===== src/hdl/att_pkg.sv =====
// ----------------------------------------------------------------------------
// att_pkg
// Shared types and constants of the alarm time table: table size, field
// widths, function codes, the stored entry and the sequencer states.
// ----------------------------------------------------------------------------
package att_pkg;

	localparam int TABLE_DEPTH = 16;
	localparam int IDX_W       = $clog2(TABLE_DEPTH);

	localparam int FUNC_W  = 3;
	localparam int TIME_W  = 12;
	localparam int HOUR_W  = 5;
	localparam int MIN_W   = 6;
	localparam int FIELD_W = 4;

	localparam int HOUR_SCALE   = 100;
	localparam int HOUR_LIMIT   = 24;
	localparam int MINUTE_LIMIT = 60;

	typedef enum logic [FUNC_W-1:0] {
		FN_TICK  = 3'd0,
		FN_DOWN  = 3'd1,
		FN_UP    = 3'd2,
		FN_ADD   = 3'd3,
		FN_DEL   = 3'd4,
		FN_CLEAR = 3'd5
	} func_t;

	typedef struct packed {
		logic              fired;
		logic [TIME_W-1:0] hhmm;
	} entry_t;

	localparam int ENTRY_W = $bits(entry_t);

	typedef enum logic [1:0] {
		ST_IDLE,
		ST_RUN,
		ST_DONE
	} state_t;

endpackage


===== src/hdl/att_in_if.sv =====
// ----------------------------------------------------------------------------
// att_in_if
// Request channel of the alarm time table: valid/ready and the item fields.
// ----------------------------------------------------------------------------
interface att_in_if import att_pkg::*; ();

	logic              valid;
	logic              ready;
	logic [FUNC_W-1:0] func;
	logic [TIME_W-1:0] now_hhmm;
	logic [HOUR_W-1:0] add_hour;
	logic [MIN_W-1:0]  add_minute;

	modport source (output valid, func, now_hhmm, add_hour, add_minute, input ready);
	modport sink   (input valid, func, now_hhmm, add_hour, add_minute, output ready);

endinterface


===== src/hdl/att_out_if.sv =====
// ----------------------------------------------------------------------------
// att_out_if
// Result channel of the alarm time table: valid/ready and the result fields.
// ----------------------------------------------------------------------------
interface att_out_if import att_pkg::*; ();

	logic               valid;
	logic               ready;
	logic               fired;
	logic [FIELD_W-1:0] fired_slot;
	logic               accepted;
	logic [FIELD_W-1:0] entry_count;
	logic [FIELD_W-1:0] cursor;

	modport source (output valid, fired, fired_slot, accepted, entry_count, cursor,
		input ready);
	modport sink   (input valid, fired, fired_slot, accepted, entry_count, cursor,
		output ready);

endinterface


===== src/hdl/att_ram.sv =====
// ----------------------------------------------------------------------------
// att_ram
// Generic simple dual-port RAM: one write port, one read port with the read
// data registered. No reset on the contents.
// ----------------------------------------------------------------------------
module att_ram #(
	parameter int WIDTH = 8,
	parameter int DEPTH = 16
) (
	input  logic                     clk,
	input  logic                     we,
	input  logic [$clog2(DEPTH)-1:0] waddr,
	input  logic [WIDTH-1:0]         wdata,
	input  logic                     re,
	input  logic [$clog2(DEPTH)-1:0] raddr,
	output logic [WIDTH-1:0]         rdata
);

	logic [WIDTH-1:0] mem [DEPTH];

	always_ff @(posedge clk) begin
		if (we) begin
			mem[waddr] <= wdata;
		end
		if (re) begin
			rdata <= mem[raddr];
		end
	end

endmodule


===== src/hdl/alarm_time_table.sv =====
// ----------------------------------------------------------------------------
// alarm_time_table
// Ordered list of alarm times with fired marks, a live count and a cursor.
// ----------------------------------------------------------------------------
// Each request beat carries one function: tick, cursor down, cursor up, add,
// delete or clear fired marks, and produces exactly one result beat. Times
// and fired marks live in one table RAM; count and cursor live in flops. A
// sequencer streams through the table one entry per cycle (read, then
// modify and write back the next cycle). An item touches n entries:
// live_count for tick and clear, live_count-cursor for add,
// live_count-cursor-1 for delete, 0 otherwise. The sequencer streams those n
// entries, then loads the result in ST_DONE and returns to ST_IDLE, ready for
// the next request, so a new request is only taken once the previous item
// has left the sequencer. n is at most TABLE_DEPTH-1. A new request is taken
// while the previous result still waits in the output register; its result
// is held back until that register is free, and the input stalls meanwhile.
// Entries outside the live range are never read, so the table needs no
// clearing after reset.
// ----------------------------------------------------------------------------
module alarm_time_table import att_pkg::*; (
	input  logic clk,
	input  logic arst_n,
	att_in_if.sink    req,
	att_out_if.source rsp
);

	state_t state_q, state_nx;

	// count and cursor, always kept clamped
	logic [IDX_W-1:0] cnt_q, cur_q;

	// per-item context
	func_t             op_q;
	logic [TIME_W-1:0] now_q, new_time_q;
	logic [IDX_W-1:0]  sel_q, rd_q, n_q, slot_q;
	logic              acc_q, fired_q;

	// read stage
	logic              v_s1;
	logic [IDX_W-1:0]  addr_s1, waddr_s1;

	// output register
	logic               out_v_q;
	logic               out_fired_q, out_acc_q;
	logic [FIELD_W-1:0] out_slot_q, out_cnt_q, out_cur_q;

	// ram port
	logic              ram_we, ram_re;
	logic [IDX_W-1:0]  ram_waddr, ram_raddr;
	entry_t            ram_wdata, ram_rdata;
	logic [ENTRY_W-1:0] ram_rdata_raw;

	logic accept, load_out, tick_hit, stream_done;

	// plan of an incoming item
	logic              add_ok;
	logic              plan_acc;
	logic [IDX_W-1:0]  plan_cnt, plan_cur, plan_n, plan_rd;
	logic [TIME_W-1:0] plan_time;

	att_ram #(
		.WIDTH (ENTRY_W),
		.DEPTH (TABLE_DEPTH)
	) u_table (
		.clk   (clk),
		.we    (ram_we),
		.waddr (ram_waddr),
		.wdata (ram_wdata),
		.re    (ram_re),
		.raddr (ram_raddr),
		.rdata (ram_rdata_raw)
	);

	assign ram_rdata = entry_t'(ram_rdata_raw);

	assign accept      = req.valid && req.ready;
	assign stream_done = (n_q == '0) && !v_s1;
	assign tick_hit    = v_s1 && (op_q == FN_TICK) && !ram_rdata.fired
		&& (ram_rdata.hhmm == now_q);

	always_comb begin
		add_ok = (cnt_q < IDX_W'(TABLE_DEPTH - 1))
			&& (req.add_hour < HOUR_W'(HOUR_LIMIT))
			&& (req.add_minute < MIN_W'(MINUTE_LIMIT));
		plan_time = TIME_W'(req.add_hour) * TIME_W'(HOUR_SCALE) + TIME_W'(req.add_minute);
		plan_acc = 1'b0;
		plan_cnt = cnt_q;
		plan_cur = cur_q;
		plan_n   = '0;
		plan_rd  = '0;
		unique case (req.func) inside
			FN_TICK, FN_CLEAR: begin
				plan_n = cnt_q;
			end
			FN_DOWN: begin
				if (cnt_q != '0) begin
					plan_cur = (cur_q + 1'b1 == cnt_q) ? '0 : cur_q + 1'b1;
				end
			end
			FN_UP: begin
				if (cnt_q != '0) begin
					plan_cur = (cur_q == '0) ? cnt_q - 1'b1 : cur_q - 1'b1;
				end
			end
			FN_ADD: begin
				if (add_ok) begin
					plan_acc = 1'b1;
					plan_cnt = cnt_q + 1'b1;
					plan_n   = cnt_q - cur_q;
					plan_rd  = cnt_q - 1'b1;
				end
			end
			FN_DEL: begin
				if (cnt_q != '0) begin
					plan_acc = 1'b1;
					plan_cnt = cnt_q - 1'b1;
					plan_n   = cnt_q - 1'b1 - cur_q;
					plan_rd  = cur_q + 1'b1;
					if (cnt_q == IDX_W'(1)) begin
						plan_cur = '0;
					end else if (cur_q >= cnt_q - 1'b1) begin
						plan_cur = cnt_q - IDX_W'(2);
					end
				end
			end
			default: begin
			end
		endcase
	end

	// next state
	always_comb begin
		state_nx = state_q;
		unique case (state_q)
			ST_IDLE: if (accept) state_nx = ST_RUN;
			ST_RUN:  if (stream_done) state_nx = ST_DONE;
			ST_DONE: if (!out_v_q || rsp.ready) state_nx = ST_IDLE;
			default: state_nx = ST_IDLE;
		endcase
	end

	// sequencer outputs
	always_comb begin
		req.ready = 1'b0;
		load_out  = 1'b0;
		ram_re    = 1'b0;
		ram_raddr = rd_q;
		ram_we    = 1'b0;
		ram_waddr = waddr_s1;
		ram_wdata = ram_rdata;
		unique case (state_q)
			ST_IDLE: begin
				req.ready = 1'b1;
			end
			ST_RUN: begin
				ram_re = (n_q != '0);
				if (v_s1) begin
					case (op_q) inside
						FN_TICK: begin
							ram_we          = tick_hit;
							ram_wdata.fired = 1'b1;
						end
						FN_CLEAR: begin
							ram_we          = 1'b1;
							ram_wdata.fired = 1'b0;
						end
						FN_ADD, FN_DEL: begin
							ram_we = 1'b1;
						end
						default: begin
						end
					endcase
				end else if (stream_done && (op_q == FN_ADD) && acc_q) begin
					// new entry goes in at the cursor once the shift is done
					ram_we          = 1'b1;
					ram_waddr       = sel_q;
					ram_wdata.fired = 1'b0;
					ram_wdata.hhmm  = new_time_q;
				end
			end
			ST_DONE: begin
				load_out = !out_v_q || rsp.ready;
			end
			default: begin
			end
		endcase
	end

	always_ff @(posedge clk or negedge arst_n) begin
		if (!arst_n) begin
			state_q <= ST_IDLE;
			cnt_q   <= '0;
			cur_q   <= '0;
			n_q     <= '0;
			v_s1    <= 1'b0;
			out_v_q <= 1'b0;
		end else begin
			state_q <= state_nx;
			v_s1    <= ram_re;
			if (accept) begin
				cnt_q <= plan_cnt;
				cur_q <= plan_cur;
				n_q   <= plan_n;
			end else if (ram_re) begin
				n_q <= n_q - 1'b1;
			end
			if (load_out) begin
				out_v_q <= 1'b1;
			end else if (rsp.ready) begin
				out_v_q <= 1'b0;
			end
		end
	end

	always_ff @(posedge clk) begin
		if (accept) begin
			op_q       <= func_t'(req.func);
			now_q      <= req.now_hhmm;
			new_time_q <= plan_time;
			sel_q      <= cur_q;
			rd_q       <= plan_rd;
			acc_q      <= plan_acc;
			fired_q    <= 1'b0;
			slot_q     <= '0;
		end else begin
			if (ram_re) begin
				rd_q    <= (op_q == FN_ADD) ? rd_q - 1'b1 : rd_q + 1'b1;
				addr_s1 <= rd_q;
				// add shifts entries up, delete shifts them down
				case (op_q)
					FN_ADD:  waddr_s1 <= rd_q + 1'b1;
					FN_DEL:  waddr_s1 <= rd_q - 1'b1;
					default: waddr_s1 <= rd_q;
				endcase
			end
			if (tick_hit && !fired_q) begin
				fired_q <= 1'b1;
				slot_q  <= addr_s1;
			end
		end
		if (load_out) begin
			out_fired_q <= fired_q;
			out_slot_q  <= FIELD_W'(slot_q);
			out_acc_q   <= acc_q;
			out_cnt_q   <= FIELD_W'(cnt_q);
			out_cur_q   <= FIELD_W'(cur_q);
		end
	end

	assign rsp.valid       = out_v_q;
	assign rsp.fired       = out_fired_q;
	assign rsp.fired_slot  = out_slot_q;
	assign rsp.accepted    = out_acc_q;
	assign rsp.entry_count = out_cnt_q;
	assign rsp.cursor      = out_cur_q;

	// cursor stays inside the live range
	a_cursor_range: assert property (@(posedge clk) disable iff (!arst_n)
		(cnt_q == '0 && cur_q == '0) || (cur_q < cnt_q))
		else $error("cursor outside live range");

	a_count_limit: assert property (@(posedge clk) disable iff (!arst_n)
		cnt_q <= IDX_W'(TABLE_DEPTH - 1))
		else $error("live count beyond table limit");

	// streaming never writes the entry being read in the same cycle
	a_no_rw_clash: assert property (@(posedge clk) disable iff (!arst_n)
		(ram_we && ram_re) |-> (ram_waddr != ram_raddr))
		else $error("table read and write hit the same entry");

	a_idle_drained: assert property (@(posedge clk) disable iff (!arst_n)
		req.ready |-> (!v_s1 && !ram_we))
		else $error("request taken while table access pending");

endmodule


===== src/flat_wrapper.sv =====
// flat-port wrapper written by rule: the top's interface ports become plain ports
module alarm_time_table_flat import att_pkg::*;
  (clk, arst_n, req_valid, req_func, req_now_hhmm, req_add_hour, req_add_minute, req_ready, rsp_valid, rsp_fired, rsp_fired_slot, rsp_accepted, rsp_entry_count, rsp_cursor, rsp_ready);
  att_in_if req_i ();
  att_out_if rsp_i ();
  input  logic clk;
  input  logic arst_n;
  input wire logic [$bits(req_i.valid)-1:0] req_valid;
  input wire logic [$bits(req_i.func)-1:0] req_func;
  input wire logic [$bits(req_i.now_hhmm)-1:0] req_now_hhmm;
  input wire logic [$bits(req_i.add_hour)-1:0] req_add_hour;
  input wire logic [$bits(req_i.add_minute)-1:0] req_add_minute;
  output wire logic [$bits(req_i.ready)-1:0] req_ready;
  output wire logic [$bits(rsp_i.valid)-1:0] rsp_valid;
  output wire logic [$bits(rsp_i.fired)-1:0] rsp_fired;
  output wire logic [$bits(rsp_i.fired_slot)-1:0] rsp_fired_slot;
  output wire logic [$bits(rsp_i.accepted)-1:0] rsp_accepted;
  output wire logic [$bits(rsp_i.entry_count)-1:0] rsp_entry_count;
  output wire logic [$bits(rsp_i.cursor)-1:0] rsp_cursor;
  input wire logic [$bits(rsp_i.ready)-1:0] rsp_ready;
  assign req_i.valid = req_valid;
  assign req_i.func = req_func;
  assign req_i.now_hhmm = req_now_hhmm;
  assign req_i.add_hour = req_add_hour;
  assign req_i.add_minute = req_add_minute;
  assign req_ready = req_i.ready;
  assign rsp_valid = rsp_i.valid;
  assign rsp_fired = rsp_i.fired;
  assign rsp_fired_slot = rsp_i.fired_slot;
  assign rsp_accepted = rsp_i.accepted;
  assign rsp_entry_count = rsp_i.entry_count;
  assign rsp_cursor = rsp_i.cursor;
  assign rsp_i.ready = rsp_ready;
  alarm_time_table u_core (.clk(clk), .arst_n(arst_n), .req(req_i), .rsp(rsp_i));
endmodule

===== config.mk =====
export PLATFORM = sky130hd
export DESIGN_NAME = alarm_time_table_flat
export DESIGN_NICKNAME = d
export VERILOG_FILES = /design/src/hdl/att_pkg.sv /design/src/hdl/att_in_if.sv /design/src/hdl/att_out_if.sv /design/src/hdl/att_ram.sv /design/src/hdl/alarm_time_table.sv /design/src/flat_wrapper.sv
export SDC_FILE = /design/constraint.sdc
export NUM_CORES = 1
export LEC_CHECK = 0
export BUFFER_PORTS_ARGS = -buffer_cell sky130_fd_sc_hd__buf_4
export CAP_MARGIN = 5
export CORE_MARGIN = 5
export CORE_UTILIZATION = 45
export CTS_CLUSTER_DIAMETER = 30
export DETAILED_ROUTE_END_ITERATION = 16
export PLACE_DENSITY = 0.66
export RECOVER_POWER = 100
export SLEW_MARGIN = 15
export SYNTH_ARGS = -nofsm -noshare
export SYNTH_HDL_FRONTEND = slang
export SYNTH_SLANG_ARGS = --single-unit
export TNS_END_PERCENT = 5

===== constraint.sdc =====
create_clock -name clk -period 3.59 [get_ports clk]
set_input_delay 0.1795 -clock clk [delete_from_list [all_inputs] [get_ports clk]]
set_output_delay 0.1795 -clock clk [all_outputs]
set_load 0.05 [all_outputs]

==> reports/qor.csv <==
stage,metric,value,unit
clock_network,cts.repair.resized,0,
layout,n_fill_cell,2397,
power,power_density,881,mW/mm²
clock_network,cts-root-buf,clkbuf_16,
worst_setup_path,crit_buf_inv,1,
sta,finalSetupViolations,0,
layout,drive_above_1_share,0.170,
worst_setup_path,critical_path_required,3810,ps
synth,yosys.area.top_type_share,0.626,
synth,synth_fp_nets,946,
synth,synth_area,0.0134,mm²
worst_setup_path,cp.arrival,3440,ps
route,routedWlPerCell,20.4,µm
layout,stdcell_area,0.0161,mm²
layout,nNetsFinal,1063,
die,std_cell_rows,63,
layout,area_growth,20.2,%
synth,ys_seq_area_frac,0.664,
worst_setup_path,crit_chain,nor3_2 > nand4_1 > nor4_1 > o211ai_2 > a211oi_2 > clkbuf_2,
worst_setup_path,cp_max_fo,10,
clock_network,clk_pin_slew,60,ps
grt,grt_overflow,0,
clock_network,h-tree-depth,2,
layout,layout_common_cells,"edfxtp_1, nand2_1, mux2i_1",
status,status,finished with violations,
clock_network,cts_max_path_buffers,3,
worst_setup_path,critPathLaunchType,flip-flop,
sta,slew_violations,31,
grt,grt_start_max_net_pins,54,
sta,clock.fmax,311,MHz
hold_path,hp-class,in2reg,
sta,fin_worst_skew,18.6,ps
clock_network,clock_latency,550,ps
route,wirelength,28900,µm
place,dp_hpwl,19500,µm
die,initial_utilization,0.454,
layout,fin_util,0.546,
sta,fin_crit,3220,ps
place,place_area,0.0143,mm²
layout,num_antenna_cells,0,
die,die-width,182,µm
sta,rsz0062_at_grt,false,
synth,syn_inst,872,
place,gp_congestion,0.895,
layout,layout_commonest_cell,edfxtp_1,
synth,synth_top_area_cell,edfxtp_1,
sta,hold_viol,0,
clock_network,postCtsSetupBuffers,0,
sta,fin_hold_ws,116,ps
grt,grt_pass1_wl,46000,µm
die,die_area,0.0333,mm²
sta,finalCritPeriodShare,0.897,
grt,grtUsageTotal,0.176,
worst_setup_path,critPathMaxStageDelay,780,ps
synth,synth_edf_count,279,
worst_setup_path,crit_family,simple AND/OR/NAND/NOR gates,
clock_network,numCtsBuffers,48,
sta,max_slew.worst_pin.slew,1820,ps
synth,synth.area.top_cells,"edfxtp_1, mux4_2, mux2i_1",
route,drc,0,
power,peakVddDrop,0.667,mV
job,maxCapViolCount,1,
worst_setup_path,crit_path_end_kind,flip-flop,
sta,slew_headroom,-0.214,
synth,avgSynthCellArea,15.3,µm²
status,violations,"max-capacitance violations, max-slew violations",
route,drtIter0Drc,530,
synth,synth_seq_cells,300,
worst_setup_path,slowest_stage,nor4_1,
route,first_pass_iters,6,
route,viasPerCell,5.53,
synth,synthArstFlopShare,0.0533,
power,leakagePower,5.73,nW
synth,ys_types,72,
die,fp.dieH,182,µm
worst_setup_path,path_class,reg2reg,
grt,grt_pass1_vias,8081,
clock_network,hold_buffers,22,
synth,synth_warnings,0,
die,num_io_pins,46,
synth,ys.flop_type,edfxtp_1,
die,fp.coreArea,0.0295,mm²
clock_network,cts_tree,yes,
sta,fin_setup_tns,0,ps
clock_network,cts.sinks,300,
place,numPortBuffers,45,
grt,grt_antenna_before_repair,0,
route,postRouteAntennaNets,0,
route,vias,7853,
[routing by layer]
metal  vias up  global-route usage  share of wire  routed length, µm
li1       3662                   -              -                  -
met1      3916               0.241           0.43              12500
met2       227               0.289           0.49              14100
met3        48              0.0351          0.062               1790
met4         0              0.0489          0.020                583
met5         -                   0              0                  0
[sequential cells by signal, summed over array words and instances (netlist names), 12 cells and up]
name and flops:
u_core.new_time_q 12, u_core.now_q 12, u_core.u_table.mem 208, u_core.u_table.rdata 13
[path summary, 6_finish.rpt]
path,slack [ps],endpoint,startpoint,depth (start not counted)
min in group asynchronous,290,u_core.v_s1$_DFF_PN0_,arst_n,2
worst max-delay path,370,u_core.u_table.mem[14][5]$_DFFE_PP_,u_core.op_q[1]$_DFFE_PP_,6
worst min-delay path,120,u_core.new_time_q[4]$_DFFE_PP_,req_add_minute[4],3
worst max register to register,370,u_core.u_table.mem[14][5]$_DFFE_PP_,u_core.op_q[1]$_DFFE_PP_,6
max in group asynchronous,2730,u_core.cur_q[1]$_DFFE_PN0P_,arst_n,2
worst min register to register,430,u_core.rsp.fired_slot[3]$_DFFE_PP_,u_core.slot_q[3]$_SDFFE_PP0P_,0
[report_power, final]
group	internal, mW	switching (mW)
clock	3.08	1.69
combinational	1.49	2.72
sequential	4.88	0.314
[layout make-up]
type,count,area [µm²],share of cell area
Clock inverter,41,512,0.0318
Inverter,33,124,0.00770
Sequential cell,300,8880,0.552
Tap cell,390,488,0.0303
Multi-Input combinational cell,506,4200,0.261
Timing Repair Buffer,100,673,0.0419
Clock buffer,49,1200,0.0749
[synth_stat cells (3+ instances only)]
| cell | n |
|---|---|
| a211oi_1 | 11 |
| a21oi_1 | 25 |
| a221oi_1 | 26 |
| a222oi_1 | 4 |
| a22o_1 | 3 |
| a22oi_1 | 16 |
| a31oi_1 | 9 |
| and3_1 | 7 |
| buf_2 | 12 |
| buf_4 | 3 |
| clkbuf_1 | 14 |
| dfrtp_1 | 16 |
| dfxtp_1 | 5 |
| edfxtp_1 | 279 |
| fa_1 | 4 |
| ha_1 | 40 |
| inv_1 | 32 |
| mux2i_1 | 57 |
| mux4_2 | 26 |
| nand2_1 | 61 |
| nand2b_1 | 6 |
| nand3_1 | 4 |
| nand3b_1 | 6 |
| nand4_1 | 8 |
| nor2_1 | 42 |
| nor2b_1 | 6 |
| nor3_1 | 7 |
| nor3b_2 | 3 |
| o211ai_1 | 3 |
| o21a_1 | 3 |
| o21ai_0 | 31 |
| o21bai_1 | 3 |
| o22ai_1 | 5 |
| xnor2_1 | 32 |
| xor2_1 | 13 |
[cell families (layout without fill, tap and decap cells)]
logic type | after synthesis | after routing | synth area share
flops | 300 | 300 | 0.664
fa+ha+maj | 44 | 44 | 0.0434
mux | 85 | 85 | 0.0883
simple gates | 173 | 173 | 0.0693
compound gates | 158 | 158 | 0.0825
buf+inv | 66 | 223 | 0.0217
xor+xnor | 46 | 46 | 0.0311
[worst min-delay path, cell delays in order]
cell,delay [ps]
buf_4,90
ha_1,170
xnor2_1,120
[through the flow]
stage | worst slack [ps] | cells | total power, mW
final | 369 | 1419 | 14.2
after CTS | 579 | 1419 | 14.3
after floorplan | 550 | 872 | 8.04
after detailed placement | 602 | 1307 | 9.50
after global routing | 218 | 1419 | 14.9
after global placement | 732 | 1307 | 9.45
Power figures use the tool's default switching activity.
